===== src/hw/rtl/fofe_pkg.sv =====
package fofe_pkg;

    localparam int unsigned FOFE_DEPTH = 16;

    localparam int unsigned CMD_W  = 3;
    localparam int unsigned ID_W   = 32;
    localparam int unsigned KEY_W  = 8;
    localparam int unsigned STAT_W = 2;
    localparam int unsigned OCC_W  = 5;

    // command codes; five to seven are no-ops
    localparam logic [CMD_W-1:0] CMD_ENQ   = 3'd0;
    localparam logic [CMD_W-1:0] CMD_DEQ   = 3'd1;
    localparam logic [CMD_W-1:0] CMD_SERVE = 3'd2;
    localparam logic [CMD_W-1:0] CMD_PEEK  = 3'd3;
    localparam logic [CMD_W-1:0] CMD_SIZE  = 3'd4;

    localparam logic [STAT_W-1:0] ST_OK    = 2'd0;
    localparam logic [STAT_W-1:0] ST_FULL  = 2'd1;
    localparam logic [STAT_W-1:0] ST_EMPTY = 2'd2;

    // controller -> datapath
    typedef struct packed {
        logic capture;     // latch item, clear index
        logic rd_head;     // read slot of logical 0
        logic scan_rd;     // key scan read, one per cycle
        logic shift_init;  // index <= best + 1
        logic shift_act;   // gap closing phase
        logic finish;      // commit and load result
    } t_dp_ctl;

    // datapath -> controller
    typedef struct packed {
        logic empty;
        logic scan_last;
        logic shift_more;
    } t_dp_sts;

endpackage


===== src/hw/rtl/fofe_ctrl.sv =====
module fofe_ctrl
    import fofe_pkg::*;
(
    input  logic             i_clk,
    input  logic             i_rst_n,
    input  logic             i_start,
    input  logic [CMD_W-1:0] i_cmd,
    input  t_dp_sts          i_sts,
    output t_dp_ctl          o_ctl,
    output logic             o_busy
);

    typedef enum logic [2:0] {
        S_IDLE,
        S_HEAD,
        S_SCAN,
        S_SCAN_END,
        S_SHIFT_SET,
        S_SHIFT,
        S_RESP
    } t_state;

    t_state r_state, n_state;
    logic   r_busy, n_busy;

    always_comb begin
        n_state = r_state;
        o_ctl   = '0;
        case (r_state)
            S_IDLE: begin
                if (i_start) begin
                    o_ctl.capture = 1'b1;
                    if (i_cmd == CMD_SERVE && !i_sts.empty) begin
                        n_state = S_SCAN;
                    end else if ((i_cmd == CMD_DEQ || i_cmd == CMD_PEEK) && !i_sts.empty) begin
                        n_state = S_HEAD;
                    end else begin
                        n_state = S_RESP;
                    end
                end
            end
            S_HEAD: begin
                o_ctl.rd_head = 1'b1;
                n_state       = S_RESP;
            end
            S_SCAN: begin
                o_ctl.scan_rd = 1'b1;
                if (i_sts.scan_last) begin
                    n_state = S_SCAN_END;
                end
            end
            S_SCAN_END: begin
                // last compare lands here
                n_state = S_SHIFT_SET;
            end
            S_SHIFT_SET: begin
                o_ctl.shift_init = 1'b1;
                n_state          = S_SHIFT;
            end
            S_SHIFT: begin
                o_ctl.shift_act = 1'b1;
                if (!i_sts.shift_more) begin
                    n_state = S_RESP;
                end
            end
            S_RESP: begin
                o_ctl.finish = 1'b1;
                n_state      = S_IDLE;
            end
            default: begin
                n_state = S_IDLE;
            end
        endcase
        n_busy = (n_state != S_IDLE);
    end

    always_ff @(posedge i_clk) begin
        if (!i_rst_n) begin
            r_state <= S_IDLE;
            r_busy  <= 1'b0;
        end else begin
            r_state <= n_state;
            r_busy  <= n_busy;
        end
    end

    assign o_busy = r_busy;

endmodule


===== src/hw/rtl/fofe_dp.sv =====
module fofe_dp
    import fofe_pkg::*;
#(
    parameter int unsigned DEPTH = FOFE_DEPTH
) (
    input  logic              i_clk,
    input  logic              i_rst_n,
    input  t_dp_ctl           i_ctl,
    output t_dp_sts           o_sts,
    input  logic [CMD_W-1:0]  i_cmd,
    input  logic [ID_W-1:0]   i_item_id,
    input  logic [KEY_W-1:0]  i_item_key,
    output logic              o_valid,
    output logic [STAT_W-1:0] o_status,
    output logic [ID_W-1:0]   o_out_id,
    output logic [KEY_W-1:0]  o_out_key,
    output logic [OCC_W-1:0]  o_occupancy
);

    localparam int unsigned IW = $clog2(DEPTH);      // slot index
    localparam int unsigned CW = $clog2(DEPTH + 1);  // count / logical index
    localparam int unsigned SW = CW + 1;             // head + logical sum

    // entry store
    logic [ID_W-1:0]  mem_id  [DEPTH];
    logic [KEY_W-1:0] mem_key [DEPTH];

    logic [IW-1:0]     r_head;
    logic [CW-1:0]     r_count;
    logic [CW-1:0]     r_idx;
    logic [CW-1:0]     r_ridx;
    logic              r_cmp_v;
    logic              r_shift_v;
    logic [CMD_W-1:0]  r_cmd;
    logic [ID_W-1:0]   r_in_id;
    logic [KEY_W-1:0]  r_in_key;
    logic [ID_W-1:0]   r_rd_id;
    logic [KEY_W-1:0]  r_rd_key;
    logic [CW-1:0]     r_best;
    logic [ID_W-1:0]   r_best_id;
    logic [KEY_W-1:0]  r_best_key;
    logic              r_valid;
    logic [STAT_W-1:0] r_status;
    logic [ID_W-1:0]   r_out_id;
    logic [KEY_W-1:0]  r_out_key;
    logic [OCC_W-1:0]  r_occ;

    logic              empty, full;
    logic              shift_rd, rd_en, wr_en;
    logic [IW-1:0]     rd_addr, wr_addr;
    logic [ID_W-1:0]   wr_id;
    logic [KEY_W-1:0]  wr_key;
    logic [CW-1:0]     n_count;
    logic [IW-1:0]     n_head;
    logic [STAT_W-1:0] n_status;
    logic [ID_W-1:0]   n_out_id;
    logic [KEY_W-1:0]  n_out_key;
    logic              enq_wr;

    // physical slot of a logical position behind the head
    function automatic logic [IW-1:0] slot_of(input logic [IW-1:0] head,
                                              input logic [CW-1:0] lg);
        logic [SW-1:0] s;
        s = SW'(head) + SW'(lg);
        if (s >= SW'(DEPTH)) begin
            s = s - SW'(DEPTH);
        end
        return s[IW-1:0];
    endfunction

    assign empty = (r_count == '0);
    assign full  = (r_count == CW'(DEPTH));

    assign o_sts.empty      = empty;
    assign o_sts.scan_last  = ((SW'(r_idx) + SW'(1)) == SW'(r_count));
    assign o_sts.shift_more = (r_idx < r_count);

    assign shift_rd = i_ctl.shift_act && (r_idx < r_count);
    assign rd_en    = i_ctl.rd_head || i_ctl.scan_rd || shift_rd;
    assign rd_addr  = slot_of(r_head, r_idx);

    // commit of the finished command
    always_comb begin
        n_count   = r_count;
        n_head    = r_head;
        n_status  = ST_OK;
        n_out_id  = '0;
        n_out_key = '0;
        enq_wr    = 1'b0;
        case (r_cmd)
            CMD_ENQ: begin
                if (full) begin
                    n_status = ST_FULL;
                end else begin
                    enq_wr  = 1'b1;
                    n_count = r_count + CW'(1);
                end
            end
            CMD_DEQ: begin
                if (empty) begin
                    n_status = ST_EMPTY;
                end else begin
                    n_out_id  = r_rd_id;
                    n_out_key = r_rd_key;
                    n_count   = r_count - CW'(1);
                    n_head    = (r_head == IW'(DEPTH - 1)) ? '0 : r_head + IW'(1);
                end
            end
            CMD_SERVE: begin
                if (empty) begin
                    n_status = ST_EMPTY;
                end else begin
                    n_out_id  = r_best_id;
                    n_out_key = r_best_key;
                    n_count   = r_count - CW'(1);
                end
            end
            CMD_PEEK: begin
                if (empty) begin
                    n_status = ST_EMPTY;
                end else begin
                    n_out_id  = r_rd_id;
                    n_out_key = r_rd_key;
                end
            end
            CMD_SIZE: begin
                if (empty) begin
                    n_status = ST_EMPTY;
                end
            end
            default: begin
            end
        endcase
    end

    // single write port: gap closing or enqueue
    always_comb begin
        wr_en  = r_shift_v || (i_ctl.finish && enq_wr);
        wr_id  = r_shift_v ? r_rd_id  : r_in_id;
        wr_key = r_shift_v ? r_rd_key : r_in_key;
        if (r_shift_v) begin
            wr_addr = slot_of(r_head, r_ridx - CW'(1));
        end else begin
            wr_addr = slot_of(r_head, r_count);
        end
    end

    always_ff @(posedge i_clk) begin
        if (wr_en) begin
            mem_id[wr_addr]  <= wr_id;
            mem_key[wr_addr] <= wr_key;
        end
        if (rd_en) begin
            r_rd_id  <= mem_id[rd_addr];
            r_rd_key <= mem_key[rd_addr];
            r_ridx   <= r_idx;
        end
    end

    // payload registers
    always_ff @(posedge i_clk) begin
        if (i_ctl.capture) begin
            r_cmd    <= i_cmd;
            r_in_id  <= i_item_id;
            r_in_key <= i_item_key;
        end
        if (i_ctl.capture) begin
            r_idx <= '0;
        end else if (i_ctl.shift_init) begin
            r_idx <= r_best + CW'(1);
        end else if (i_ctl.scan_rd || shift_rd) begin
            r_idx <= r_idx + CW'(1);
        end
        // first entry seeds the maximum; strict > keeps the earliest on ties
        if (r_cmp_v && (r_ridx == '0 || r_rd_key > r_best_key)) begin
            r_best     <= r_ridx;
            r_best_id  <= r_rd_id;
            r_best_key <= r_rd_key;
        end
        if (i_ctl.finish) begin
            r_status  <= n_status;
            r_out_id  <= n_out_id;
            r_out_key <= n_out_key;
            r_occ     <= OCC_W'(n_count);
        end
    end

    // control registers
    always_ff @(posedge i_clk) begin
        if (!i_rst_n) begin
            r_head    <= '0;
            r_count   <= '0;
            r_cmp_v   <= 1'b0;
            r_shift_v <= 1'b0;
            r_valid   <= 1'b0;
        end else begin
            r_cmp_v   <= i_ctl.scan_rd;
            r_shift_v <= shift_rd;
            r_valid   <= i_ctl.finish;
            if (i_ctl.finish) begin
                r_head  <= n_head;
                r_count <= n_count;
            end
        end
    end

    assign o_valid     = r_valid;
    assign o_status    = r_status;
    assign o_out_id    = r_out_id;
    assign o_out_key   = r_out_key;
    assign o_occupancy = r_occ;

endmodule


===== src/hw/rtl/fifo_with_oldest_first_extract.sv =====
// Bounded queue of DEPTH entries (identifier + 8-bit key) with oldest-first
// extract.
// Command channel: an item is taken on a rising edge with start high and
// busy low. i_cmd selects enqueue, dequeue head, priority serve (first entry
// holding the largest key), peek head or report size.
// Result channel: o_valid is high for exactly one cycle with o_status,
// o_out_id, o_out_key and o_occupancy. The receiver cannot stall; the
// result must be taken in that cycle.
// Sequence after the accept edge: enqueue, size, empty cases and unused
// codes go straight to the result state; dequeue and peek first read the
// head slot; priority serve on n entries, winner at logical position b,
// scans all n keys, then closes the gap behind the winner, then shows
// the result.
// The serve cost is set by the single read port of the entry store: one
// pass reads every key, a second pass moves each entry behind the winner
// one place forward, read and write overlapped.
// busy drops in the cycle o_valid is shown, so a new item may be started
// then. One item is in flight at a time.
// Reset (synchronous, active low) empties the queue and clears o_valid; the
// store itself is not cleared, no entry is read before it is written.
module fifo_with_oldest_first_extract
    import fofe_pkg::*;
#(
    parameter int unsigned DEPTH = FOFE_DEPTH
) (
    input  logic              i_clk,
    input  logic              i_rst_n,
    input  logic              start,
    output logic              busy,
    input  logic [CMD_W-1:0]  i_cmd,
    input  logic [ID_W-1:0]   i_item_id,
    input  logic [KEY_W-1:0]  i_item_key,
    output logic              o_valid,
    output logic [STAT_W-1:0] o_status,
    output logic [ID_W-1:0]   o_out_id,
    output logic [KEY_W-1:0]  o_out_key,
    output logic [OCC_W-1:0]  o_occupancy
);

    t_dp_ctl ctl;
    t_dp_sts sts;

    // sequencer: picks the pass sequence per command
    fofe_ctrl u_ctrl (
        .i_clk   (i_clk),
        .i_rst_n (i_rst_n),
        .i_start (start),
        .i_cmd   (i_cmd),
        .i_sts   (sts),
        .o_ctl   (ctl),
        .o_busy  (busy)
    );

    // store, head/count, key scan and result registers
    fofe_dp #(
        .DEPTH (DEPTH)
    ) u_dp (
        .i_clk       (i_clk),
        .i_rst_n     (i_rst_n),
        .i_ctl       (ctl),
        .o_sts       (sts),
        .i_cmd       (i_cmd),
        .i_item_id   (i_item_id),
        .i_item_key  (i_item_key),
        .o_valid     (o_valid),
        .o_status    (o_status),
        .o_out_id    (o_out_id),
        .o_out_key   (o_out_key),
        .o_occupancy (o_occupancy)
    );

endmodule


===== config.mk =====
export PLATFORM = sky130hd
export DESIGN_NAME = fifo_with_oldest_first_extract
export DESIGN_NICKNAME = d
export VERILOG_FILES = /design/src/hw/rtl/fofe_pkg.sv /design/src/hw/rtl/fofe_ctrl.sv /design/src/hw/rtl/fofe_dp.sv /design/src/hw/rtl/fifo_with_oldest_first_extract.sv
export SDC_FILE = /design/constraint.sdc
export NUM_CORES = 1
export LEC_CHECK = 0
export BUFFER_PORTS_ARGS = -buffer_cell sky130_fd_sc_hd__buf_2
export CAP_MARGIN = 20
export CORE_ASPECT_RATIO = 0.7
export CORE_MARGIN = 4
export CORE_UTILIZATION = 25
export DETAILED_ROUTE_END_ITERATION = 12
export GPL_ROUTABILITY_DRIVEN = 0
export GPL_TIMING_DRIVEN = 0
export PLACE_DENSITY = 0.36
export SETUP_SLACK_MARGIN = 0.05
export SYNTH_ARGS = -nofsm -noshare
export SYNTH_HDL_FRONTEND = slang
export SYNTH_SLANG_ARGS = --single-unit

===== constraint.sdc =====
create_clock -name i_clk -period 6.1 [get_ports i_clk]
set_input_delay 0.305 -clock i_clk [delete_from_list [all_inputs] [get_ports i_clk]]
set_output_delay 0.305 -clock i_clk [all_outputs]
set_load 0.005 [all_outputs]

Yosys cells after proc, flatten, opt, wreduce, memory -nomap -nowiden
Memories as Yosys holds them, arrays and structs flattened. A register that Yosys moved wholly into a read port is not among the register bits.
Cells that the tools add are included.
- reductions and logical operators: 22
- add/subtract/negate cells: 13
- $lt $le $gt $ge: 5
- bitwise gates (word level): 1
- muxes and demuxes: 38
- equality and inequality tests: 16
- operators with widths (kind ; count):
    32-bit 2-to-1 mux ; 3
    32-bit one-hot mux with 2 select lines ; 1
    8-bit 2-to-1 mux ; 3
    4-bit 2-to-1 mux ; 5
    5-bit 2-to-1 mux ; 4
    4-bit by 5-bit adder with 6-bit output ; 3
    3-bit by 2-bit equality test with 1-bit output (second input constant) ; 6
    6-bit by 5-bit greater-or-equal comparator with 1-bit output (second input constant) ; 3
    3-bit one-hot mux with 6 select lines ; 1
    8-bit one-hot mux with 2 select lines ; 1
    5-bit by 1-bit adder with 5-bit output (second input constant) ; 3
    3-bit 2-to-1 mux ; 5
    3-bit equality test (second input constant) ; 4
    1-bit 2-to-1 mux ; 12
    4-bit by 1-bit subtractor with 4-bit output (second input constant) ; 3
    5-bit logical NOT ; 2
    5-bit one-hot mux with 2 select lines ; 1
    5-bit by 1-bit subtractor with 5-bit output (second input constant) ; 2
    3-bit by 1-bit equality test with 1-bit output (second input constant) ; 3
    8-bit > comparator ; 1
    5-bit by 1-bit adder with 6-bit output (second input constant) ; 1
    6-bit by 5-bit equality test with 1-bit output ; 1
    3-bit logical NOT ; 2
    1-bit logical OR ; 6
    other kinds (14) ; 19
- bits of input ports: 46
- RAM bits: 640
- memories kept: 2
- word-level logic and storage cells: 116
- bits in registers: 161
- memory list (memory ; words ; width ; rd ports ; clocked after memory_dff ; wr ports ; line ; text):
    u_dp.mem_id ; 16 ; 32 ; 1 ; 1 ; 1 ; fofe_dp.sv:25 ; logic [ID_W-1:0] mem_id [DEPTH];
    u_dp.mem_key ; 16 ; 8 ; 1 ; 1 ; 1 ; fofe_dp.sv:26 ; logic [KEY_W-1:0] mem_key [DEPTH];

Longest topological paths before layout
- depth in word-level cells: 8
- gate-level depth with buffers: 12
- depth with buffers taken out: 10

Modules after synthesis
Synthesis repeated with hierarchy kept, for this count alone.
- cell total of the unflattened synthesis: 1688
- area total of the unflattened synthesis: 33079.2 um2
- by module, submodules not included (module ; instances ; area each (um2) ; cells each):
    fofe_dp ; 1 ; 32846.5 ; 1660
    fofe_ctrl ; 1 ; 232.7 ; 28

Worst setup path after synthesis
Ideal clock, no wire load.
- kind: register to register
- start point: register u_ctrl.r_state[1]
- end point: memory u_dp.mem_id[2][0], enable pin
- arrival: 4083 ps
- cell stages (with the launch flop): 8
- data required time: 5663 ps
- buffers on the path: 1
- slack: 1580 ps
- path through: dfxtp_1 -> buf_6 -> nor2b_2 -> nand2_1 -> inv_1 -> a21oi_1 -> or3_1 -> nor2_1
- RTL lines (item ; line ; text):
    start, declared ; fofe_ctrl.sv:23 ; t_state r_state, n_state;
    start signal, assigned ; fofe_ctrl.sv:82 ; r_state <= n_state;
    end, declared ; fofe_dp.sv:25 ;

Worst setup path after layout
- start point: register u_dp.r_shift_v
- end point: memory u_dp.mem_id[9][15], enable pin
- cells in the longest elaborated chain, start to end: 3
- elaborated cells on any way between the ends: 4
- those cells by class: mux (3); reduce/logical (1)
- ends and longest elaborated chain (item ; line ; text):
    start, declared ; fofe_dp.sv:33 ; logic r_shift_v;
    start signal, assigned ; fofe_dp.sv:198 ; r_shift_v <= shift_rd;
    1-bit logical OR ; fofe_dp.sv:138 ; wr_en = r_shift_v || (i_ctl.finish && enq_wr);
    1-bit 2-to-1 mux ; fofe_dp.sv:149 ; if (wr_en) begin
    1-bit 2-to-1 mux (not written as such) ; fofe_dp.sv:150 ; mem_id[wr_addr] <= wr_id;
Parallel ways exist; a longest one is shown, timed or not.

==> impl_metrics.py <==
metrics = {
    "status": {
        "status": "completed",
    },
    "yosys": {
        "yosysWarnings": 0,
        "yosys-top-cells-count": "edfxtp_1, mux4_2, nand2_1, nor2_1, clkbuf_1",
        "syn_inst": 1693,
        "netlist_area_mm2": 0.0329,
        "ys.flop_type": "edfxtp_1",
        "ys_seq_area_share_pct": 76.1,
        "async_flop_share_pct": 0,
        "synth_top_area_share_pct": 74.9,
        "ys_top_cells_by_area": "edfxtp_1, mux4_2, mux2_2",
        "synth_seq_cells": 841,
        "synth_most_common_cell": "edfxtp_1",
        "synth_area_leader_cell": "edfxtp_1",
        "synth_edf_count": 820,
        "syn_nets": 1767,
        "synth.avg_cell_area_um2": 19.4,
        "synth_cell_types": 58,
    },
    "worst_setup_path": {
        "cp_max_fo": 18,
        "cp-end-kind": "flop",
        "slowest_stage": "clkbuf_1",
        "required_ns": 6.45,
        "critical_path_class": "flop to flop",
        "critPathLaunchType": "flop",
        "cp_data_arrival_time_ns": 5.18,
        "crit_chain": "buf_1 -> buf_16 -> clkbuf_1 -> nor2_1 -> a21oi_1 -> ha_1 -> a21o_1 -> a21oi_1 -> xnor2_1 -> xor2_1 -> nand2_1 -> nor2_4 -> buf_12 -> buf_12",
        "slowest_delay_ns": 0.73,
        "critical-path-top-delay-family": "buffers and inverters",
        "cp_num_buf_inv": 5,
    },
    "clock_network": {
        "cts_made_buffers": 86,
        "clk_pin_slew_ns": 0.06,
        "hold_buffers": 45,
        "cts.root.buffer_cell": "clkbuf_16",
        "cts_tree": "yes",
        "post-cts-setup-buffer-count": 0,
        "post_cts_resized": 0,
        "clk_latency_ns": 0.68,
        "cts-htree-levels": 3,
        "clkSinkCount": 841,
        "clock_path_buffers": 3,
    },
    "timing": {
        "fmax_ghz": 0.207,
        "skew_ns": 0.0276,
        "maxSlewHeadroom_pct": 23.9,
        "layout_min_cycle_time_ns": 4.83,
        "fin_hold_ws_ns": 0.342,
        "final-hold-violation-count": 0,
        "setup_violations": 0,
        "min_period_over_period_pct": 79.2,
        "rsz0062_at_grt": "no",
        "maxSlewViolCount": 0,
        "final.setup.tns_ns": 0,
        "worstMarginPinSlew_ns": 1.14,
    },
    "routing": {
        "dr.pass1.iters": 5,
        "vias": 17200,
        "drc": 0,
        "vias_per_cell": 4.53,
        "finalWirelength_mm": 98.0,
        "drtIter0Drc": 1395,
        "wl_per_cell_um": 25.8,
        "antenna_left": 0,
    },
    "place": {
        "dp_hpwl_mm": 66.4,
        "port_buffers": 94,
        "dp.cells": 3591,
    },
    "layout": {
        "area_delta_synth_final_pct": 21.6,
        "fillers": 12800,
        "fin_util_pct": 30.6,
        "final_cells": 3797,
        "fin_nets": 2047,
        "final_layout_size_suffix_gt1_share_pct": 26.0,
    },
    "floorplanning": {
        "coreArea_mm2": 0.131,
        "start_util_pct": 25.1,
        "placementRows": 111,
        "dieArea_mm2": 0.138,
        "die_w_um": 442,
        "die_y_um": 311,
        "ios": 95,
    },
    "grt": {
        "grt_pass1_wl_mm": 139,
        "grt_max_degree": 35,
        "grt_antenna_before_repair": 3,
        "grt_overflow": 0,
        "grt_pass1_vias": 18200,
        "grtUsageTotal_pct": 14.3,
    },
    "flow_run": {
        "drv_cap": 0,
    },
    "power": {
        "cellLeakagePower_uw": 0.0126,
        "p_per_area_mw_per_mm2": 400,
        "max-vdd-ir-drop_uv": 205,
    },
    "worst_hold_path": {
        "min-delay-path-class": "input pin to flop",
    },
}
-- through the flow --
step                setup WS (ns)  instance area, um^2  total power [uW]
floorplan                    1.58                32900              9420
global placement            -3.66                35600             10800
detailed placement           1.22                36800             10900
CTS                          1.19                40000             16300
global route                0.891                40000             16800
finish                       1.27                40000             16000
-- registers in the layout (all words and copies together) (netlist names), 2 cells and up --
| name | cells |
|---|---|
| u_dp.r_in_key | 8 |
| u_dp.o_status | 2 |
| u_dp.o_occupancy | 5 |
| u_dp.r_in_id | 32 |
| u_dp.o_out_id | 32 |
| u_dp.r_best_id | 32 |
| u_dp.r_rd_key | 8 |
| u_dp.r_best | 5 |
| u_dp.r_ridx | 5 |
| u_dp.r_rd_id | 32 |
| u_dp.mem_id | 512 |
| u_dp.o_out_key | 8 |
| u_dp.r_count | 5 |
| u_dp.r_idx | 5 |
| u_dp.r_head | 4 |
| u_dp.r_best_key | 8 |
| u_dp.mem_key | 128 |
| u_dp.r_cmd | 3 |
| u_ctrl.r_state | 3 |
-- worst paths after layout --
kind	startpoint	to	slack, ns	cells past startpoint
worst max-delay path	u_dp.r_shift_v$_SDFF_PN0_	u_dp.mem_id[9][15]$_DFFE_PP_	1.27	14
worst min-delay path	i_item_id[20]	u_dp.r_in_id[20]$_DFFE_PP_	0.34	2
worst max register to register	u_dp.r_shift_v$_SDFF_PN0_	u_dp.mem_id[9][15]$_DFFE_PP_	1.27	14
worst min register to register	u_dp.r_idx[3]$_SDFFE_PP0P_	u_dp.r_ridx[3]$_DFFE_PP_	0.48	0
-- power breakdown --
part	leakage [uW]	switching, uW	total, uW	internal [uW]
registers	0.00760	232	7200	6970
logic	0.00367	2170	3550	1390
clock network	0.00135	2280	5260	2980
total	0.0126	4680	16000	11300
-- final cells by class --
| type | instances | area (um^2) | share of cell area [%] |
|---|---|---|---|
| antenna | 2 | 5.00 | 0.0125 |
| buffer | 88 | 380 | 0.951 |
| clock buffer | 102 | 2250 | 5.64 |
| clock inverter | 57 | 510 | 1.28 |
| inverter | 27 | 104 | 0.260 |
| multi-input combinational | 737 | 7520 | 18.8 |
| sequential | 841 | 25000 | 62.6 |
| tap | 1751 | 2190 | 5.48 |
| timing repair buffer | 192 | 1980 | 4.95 |
-- logic make-up after synthesis --
family	count (synthesis)	share of synthesized area, %
and+or+nand+nor	286	4.06
AOI/OAI and AO/OA	196	4.17
DFF	841	76.1
buffers and inverters	115	1.46
xor gates and xnor gates	23	0.612
muxes	204	12.4
adders and majority gates	28	1.11
-- layer usage --
| layer | wire length (um) | track usage (%) | part of all wire [%] | vias to the layer above |
|---|---|---|---|---|
| li1 | - | - | - | 7448 |
| met1 | 49000 | 21.8 | 50 | 9254 |
| met2 | 43200 | 21.4 | 44 | 382 |
| met3 | 4210 | 2.41 | 4.3 | 112 |
| met4 | 1620 | 2.85 | 1.6 | 0 |
| met5 | 0 | 0 | 0 | - |
-- cell usage in the layout (no fill, tap or decap), types with 34 or more instances in the layout --
cell type,n
and2_1,41
clkbuf_16,88
nor2_1,74
mux2_2,40
a211oi_1,44
clkbuf_1,67
edfxtp_1,820
a22oi_1,43
buf_2,117
buf_12,34
nand2_1,104
a31oi_1,45
mux4_2,160
dlygate4sd3_1,45
No activity file was read; power rests on OpenSTA's default activity.
